File: src/design/pbms_pkg.sv
// ----------------------------------------------------------------------------
// pbms_pkg: shared types and constants for the pose bucket selector
// Holds the stored pose layout, the controller/datapath command and status
// records, register indexes, weight reset values and the distance helper.
// ----------------------------------------------------------------------------
package pbms_pkg;

    // Fixed widths that follow from the field formats or from the largest
    // allowed slots-per-cell value (8).
    localparam int CNT_W     = 4;   // fill count 0..8
    localparam int SLOT_W    = 3;   // slot index 0..7
    localparam int W_W       = 12;  // Q4.8 weight
    localparam int CFG_IDX_W = 3;
    localparam int ABS_W     = 9;   // largest angle distance is 511
    localparam int PROD_W    = 21;  // 12 x 9 bits
    localparam int COST_W    = 24;  // five products
    localparam int NUM_ANG   = 5;
    localparam int POSE_W    = 31;

    // Register indexes
    localparam logic [CFG_IDX_W-1:0] REG_WEIGHT_YAW         = 3'd0;
    localparam logic [CFG_IDX_W-1:0] REG_WEIGHT_JOINT_ONE   = 3'd1;
    localparam logic [CFG_IDX_W-1:0] REG_WEIGHT_JOINT_TWO   = 3'd2;
    localparam logic [CFG_IDX_W-1:0] REG_WEIGHT_JOINT_THREE = 3'd3;
    localparam logic [CFG_IDX_W-1:0] REG_WEIGHT_WRIST       = 3'd4;

    // Weight reset values: 1.0, 1.0, 0.5, 0.1, 0.01 in Q4.8
    localparam logic [W_W-1:0] RST_WEIGHT_YAW         = 12'd256;
    localparam logic [W_W-1:0] RST_WEIGHT_JOINT_ONE   = 12'd256;
    localparam logic [W_W-1:0] RST_WEIGHT_JOINT_TWO   = 12'd128;
    localparam logic [W_W-1:0] RST_WEIGHT_JOINT_THREE = 12'd26;
    localparam logic [W_W-1:0] RST_WEIGHT_WRIST       = 12'd3;

    typedef struct packed {
        logic signed [8:0] yaw;
        logic signed [6:0] joint_one;
        logic signed [6:0] joint_two;
        logic signed [6:0] joint_three;
        logic              wrist;
    } pose_t;

    typedef struct packed {
        logic              load_req;    // capture the accepted item
        logic              clear_step;  // write one zero count, advance sweep
        logic              cnt_wr;      // store the set and bump the count
        logic              scan_issue;  // read one stored set
        logic              scan_first;  // the issued set is slot zero
        logic [SLOT_W-1:0] slot_idx;
        logic              out_load;    // load the result register
        logic              out_ok;
        logic              out_best;    // drive the best set, else zeros
    } cmd_t;

    typedef struct packed {
        logic             on_grid;
        logic             is_query;
        logic [CNT_W-1:0] fill_cnt;
        logic             clear_last;
    } status_t;

    // Absolute difference of two sign-extended angles
    function automatic logic [ABS_W-1:0] abs_diff(input logic signed [9:0] p,
                                                  input logic signed [9:0] q);
        logic signed [10:0] d;
        d = {p[9], p} - {q[9], q};
        return d[10] ? ABS_W'(-d) : ABS_W'(d);
    endfunction

endpackage

File: src/design/pbms_ctrl.sv
// ----------------------------------------------------------------------------
// pbms_ctrl: sequencer of the pose bucket selector
// Runs the count clearing sweep, item capture, count lookup, slot scan and
// result hand-off; owns the result valid flag.
// ----------------------------------------------------------------------------
module pbms_ctrl #(
    parameter int SLOTS_PER_CELL = 6
) (
    input  logic              aclk,
    input  logic              aresetn,
    input  logic              s_valid,
    output logic              s_ready,
    output logic              m_valid,
    input  logic              m_ready,
    input  pbms_pkg::status_t status,
    output pbms_pkg::cmd_t    cmd
);
    import pbms_pkg::*;

    localparam logic [2:0] S_CLEAR  = 3'd0;
    localparam logic [2:0] S_IDLE   = 3'd1;
    localparam logic [2:0] S_RDCNT  = 3'd2;
    localparam logic [2:0] S_CNT    = 3'd3;
    localparam logic [2:0] S_SCAN   = 3'd4;
    localparam logic [2:0] S_DRAIN1 = 3'd5;
    localparam logic [2:0] S_DRAIN2 = 3'd6;
    localparam logic [2:0] S_DONE   = 3'd7;

    localparam logic [CNT_W-1:0] SLOTS = CNT_W'(SLOTS_PER_CELL);

    logic [2:0]        state_reg, state_next;
    logic [CNT_W-1:0]  n_reg, n_next;
    logic [SLOT_W-1:0] idx_reg, idx_next;
    logic              res_ok_reg, res_ok_next;
    logic              res_best_reg, res_best_next;
    logic              m_valid_reg, m_valid_next;
    logic [CNT_W-1:0]  n_clamp;

    assign n_clamp = (status.fill_cnt > SLOTS) ? SLOTS : status.fill_cnt;
    assign m_valid = m_valid_reg;

    always_comb begin
        state_next    = state_reg;
        n_next        = n_reg;
        idx_next      = idx_reg;
        res_ok_next   = res_ok_reg;
        res_best_next = res_best_reg;
        s_ready       = 1'b0;
        cmd           = '0;
        case (state_reg)
            S_CLEAR: begin
                cmd.clear_step = 1'b1;
                if (status.clear_last) begin
                    state_next = S_IDLE;
                end
            end
            S_IDLE: begin
                s_ready = 1'b1;
                if (s_valid) begin
                    cmd.load_req = 1'b1;
                    state_next   = S_RDCNT;
                end
            end
            S_RDCNT: begin
                if (!status.on_grid) begin
                    res_ok_next   = 1'b0;
                    res_best_next = 1'b0;
                    state_next    = S_DONE;
                end else begin
                    state_next = S_CNT;
                end
            end
            S_CNT: begin
                if (!status.is_query) begin
                    res_best_next = 1'b0;
                    res_ok_next   = (status.fill_cnt < SLOTS);
                    cmd.cnt_wr    = (status.fill_cnt < SLOTS);
                    state_next    = S_DONE;
                end else if (n_clamp == '0) begin
                    res_ok_next   = 1'b0;
                    res_best_next = 1'b0;
                    state_next    = S_DONE;
                end else begin
                    n_next        = n_clamp;
                    idx_next      = '0;
                    res_ok_next   = 1'b1;
                    res_best_next = 1'b1;
                    state_next    = S_SCAN;
                end
            end
            S_SCAN: begin
                cmd.scan_issue = 1'b1;
                cmd.scan_first = (idx_reg == '0);
                cmd.slot_idx   = idx_reg;
                if (CNT_W'(idx_reg) + CNT_W'(1) == n_reg) begin
                    state_next = S_DRAIN1;
                end else begin
                    idx_next = idx_reg + SLOT_W'(1);
                end
            end
            S_DRAIN1: begin
                state_next = S_DRAIN2;
            end
            S_DRAIN2: begin
                state_next = S_DONE;
            end
            S_DONE: begin
                if (!m_valid_reg || m_ready) begin
                    cmd.out_load = 1'b1;
                    cmd.out_ok   = res_ok_reg;
                    cmd.out_best = res_best_reg;
                    state_next   = S_IDLE;
                end
            end
            default: begin
                state_next = S_CLEAR;
            end
        endcase
    end

    always_comb begin
        m_valid_next = m_valid_reg;
        if (cmd.out_load) begin
            m_valid_next = 1'b1;
        end else if (m_ready) begin
            m_valid_next = 1'b0;
        end
    end

    always_ff @(posedge aclk) begin
        if (!aresetn) begin
            state_reg    <= S_CLEAR;
            n_reg        <= '0;
            idx_reg      <= '0;
            res_ok_reg   <= 1'b0;
            res_best_reg <= 1'b0;
            m_valid_reg  <= 1'b0;
        end else begin
            state_reg    <= state_next;
            n_reg        <= n_next;
            idx_reg      <= idx_next;
            res_ok_reg   <= res_ok_next;
            res_best_reg <= res_best_next;
            m_valid_reg  <= m_valid_next;
        end
    end

endmodule

File: config.mk
export PLATFORM = sky130hd
export DESIGN_NAME = pbms_ctrl
export DESIGN_NICKNAME = d
export VERILOG_FILES = /design/src/design/pbms_pkg.sv /design/src/design/pbms_ctrl.sv
export SDC_FILE = /design/constraint.sdc
export NUM_CORES = 1
export LEC_CHECK = 0
export ABC_AREA = 1
export BUFFER_PORTS_ARGS = -buffer_cell sky130_fd_sc_hd__buf_2
export CORE_MARGIN = 4
export CORE_UTILIZATION = 40
export CTS_BUF_LIST = sky130_fd_sc_hd__clkbuf_8
export DETAILED_ROUTE_END_ITERATION = 16
export HOLD_SLACK_MARGIN = 0.15
export PLACE_DENSITY = 0.62
export SYNTH_ARGS = -nofsm -noshare
export SYNTH_HDL_FRONTEND = slang
export SYNTH_SLANG_ARGS = --single-unit
File: constraint.sdc
create_clock -name aclk -period 2.3 [get_ports aclk]
set_clock_uncertainty 0.15 [all_clocks]
set_input_delay 0.23 -clock aclk [delete_from_list [all_inputs] [get_ports aclk]]
set_output_delay 0.23 -clock aclk [all_outputs]
set_load 0.05 [all_outputs]
==> impl_metrics.toml <==
[die]
start_util_pct = 43.3
die_h_um = 54.8
num_io_pins = 24
rows = 16
dieWidth_um = 54.8
die_area_um2 = 3000
coreArea_um2 = 2020

[setup_path]
start_kind = "input pin"
path_max_fanout = 3
crit_path_end_kind = "primary output"
crit_required_ps = 1920
worstPathArrival_ps = 1680
crit_type = "in2out"

[route]
wl_mm = 2.00
drtPass1Iterations = 4
drc_errors = 0
num_vias = 918
postRouteAntennaNets = 0
viasPerCell = 4.66
wl_per_cell_um = 10.1
drt_iter0_drc = 19

[flow_run]
maxCapViolCount = 0

[clocking]
clk_latency_ps = 250
cts-buffers-inserted = 3
htree_levels = 1
clk_pin_slew_ps = 60
cts-root-buf = "clkbuf_8"
clk_path_buf_depth = 2
hold_buffers = 3
cts_setup_buffers = 0
cts_tree = "built"
cts.sinks = 13
cts_resized = 0

[grt]
grt_max_degree = 11
grt.total_usage_pct = 15.5
grt_pass1_wl_mm = 3.37
grt_overflow = 0
first_global_vias = 815
antenna_found_initial = 0

[synthesis]
syn-num-nets = 155
yosys_warnings = 0
synth_flop_cell = "dfxtp_1"
synthCells = 142
ys_seq_area_share_pct = 29.7
ys_types = 24
synth_area_leaders = "dfxtp_1 30%, nand2_1 14%, nor2_1 12%"
ys_ff_latch = 13
netlist_area_um2 = 876
avgSynthCellArea_um2 = 6.17
synthArstFlopShare_pct = 0
synth-edff-count = 0
synth_top_area_share_pct = 29.7
yosysTopAreaCell = "dfxtp_1"

[sta]
slew_headroom_pct = 77.3
hold_viol_final = 0
grt_setup_unrepaired = "false"
worst_pin_slew_ps = 340
max_freq_mhz = 484
post-route-min-period_ps = 2060
post-route-period-util_pct = 89.8
fin_tns_setup_ps = 0
setup_viol = 0
slew_viol_final = 0
setup_ws_ps = 235

[cells_and_area]
regArea_um2 = 260
largest_reg_flops = 4
syn_to_final_growth_pct = 24.9
final_layout_size_suffix_gt1_share_pct = 27.1
layout.nets = 184
multi_input_area_um2 = 498
fillers = 202
diodes = 0

[pwr]
combPwrFrac_pct = 50.8
ir_drop_mv = 0.648
internal_power_mw = 0.561
p_leak_nw = 0.572
clkPwrFrac_pct = 18.4
seq_power_share_pct = 30.8
swShare_pct = 49.7
power.switching_mw = 0.554
p_per_area_nw_per_um2 = 1020

[placed_design]
io_buffers = 23
hpwl_mm = 1.63
gp_congestion = 0.784
place_ws_ps = 508

[run_status]
status = "finished clean"

[hold_path]
min-delay-path-class = "in2reg"
## Yosys cell counts, types with 2 or more instances
master   number
o21ai_1       3
inv_1        20
ha_1          2
nor2_4        2
nand3_1       5
nand2_1      32
inv_2         8
nand4_1       2
o21ai_0       4
nand2_2       2
nor2_1       28
a21oi_1      10
dfxtp_1      13
## power by group through the flow
stage | Clock, mW | Combinational [mW] | Sequential, mW
after floorplan | 0 | 0.464 | 0.333
after global placement | 0 | 0.556 | 0.347
after detailed placement | 0 | 0.564 | 0.348
after CTS | 0.210 | 0.569 | 0.343
after global routing | 0.221 | 0.637 | 0.354
final | 0.205 | 0.566 | 0.343
## routing by layer
| layer | wire length [um] | global-route usage (%) |
|---|---|---|
| met3 | 82 | 4.63 |
| met1 | 948 | 20.6 |
| met5 | 0 | 0 |
| met4 | 5 | 5.39 |
| met2 | 959 | 23.4 |
## logic make-up after synthesis
family	after synthesis	share of synthesized area, %
AND/OR/NAND/NOR	77	41.3
adder cells (fa/ha/maj)	2	2.86
AO/OA/AOI/OAI	19	12.0
buffers and inverters	31	14.1
flip-flops	13	29.7
## cell usage in the layout, fill, tap and decap left out, drive strengths merged
cell         instances
inv                 30
clkbuf               3
nand2               35
ha                   2
o211ai               1
nor4                 1
a21oi               10
nor2                31
or2                  1
o21ai                7
dfxtp               13
buf                 23
nand4                2
nor3                 1
a211oi               1
nand3                6
dlygate4sd3          3
## critical path, stage by stage
cell           delay, ps
dlygate4sd3_1        530
buf_2                110
nor2_1               150
inv_1                 60
nand2_1               90
nand2_1               50
nor2_1               160
buf_2                300
## path summary, 6_finish.rpt
| check | from | endpoint | slack, ps | cells past startpoint |
|---|---|---|---|---|
| hold reg to reg | n_reg[3]$_SDFFE_PN0P_ | n_reg[3]$_SDFFE_PN0P_ | 330 | 2 |
| hold / removal | aresetn | state_reg[0]$_SDFFE_PN0P_ | 160 | 3 |
| setup / recovery | status[2] | cmd[8] | 240 | 8 |
| setup reg to reg | idx_reg[0]$_SDFFE_PN0P_ | idx_reg[2]$_SDFFE_PN0P_ | 490 | 11 |
## through the flow
stage / hold slack, ps / util [%] / instances / instance area [um^2] / power [mW]
after CTS: 153 / 54.1 / 197 / 1090 / 1.12
after global routing: 169 / 54.1 / 197 / 1090 / 1.21
after global placement: 306 / 50.4 / 190 / 1020 / 0.903
final: 159 / 54.1 / 197 / 1090 / 1.11
after floorplan: 252 / - / 142 / 882 / 0.798
after detailed placement: 319 / 50.4 / 190 / 1020 / 0.912
## layout make-up
cell class                 count  area share [%]
multi-input combinational     98            45.5
sequential                    13            23.8
timing repair buffer          26            13.3
inverter                      29            10.2
clock buffer                   3            3.78
tap                           27            3.09
clock inverter                 1           0.343
Power figures use the tool's default switching activity.
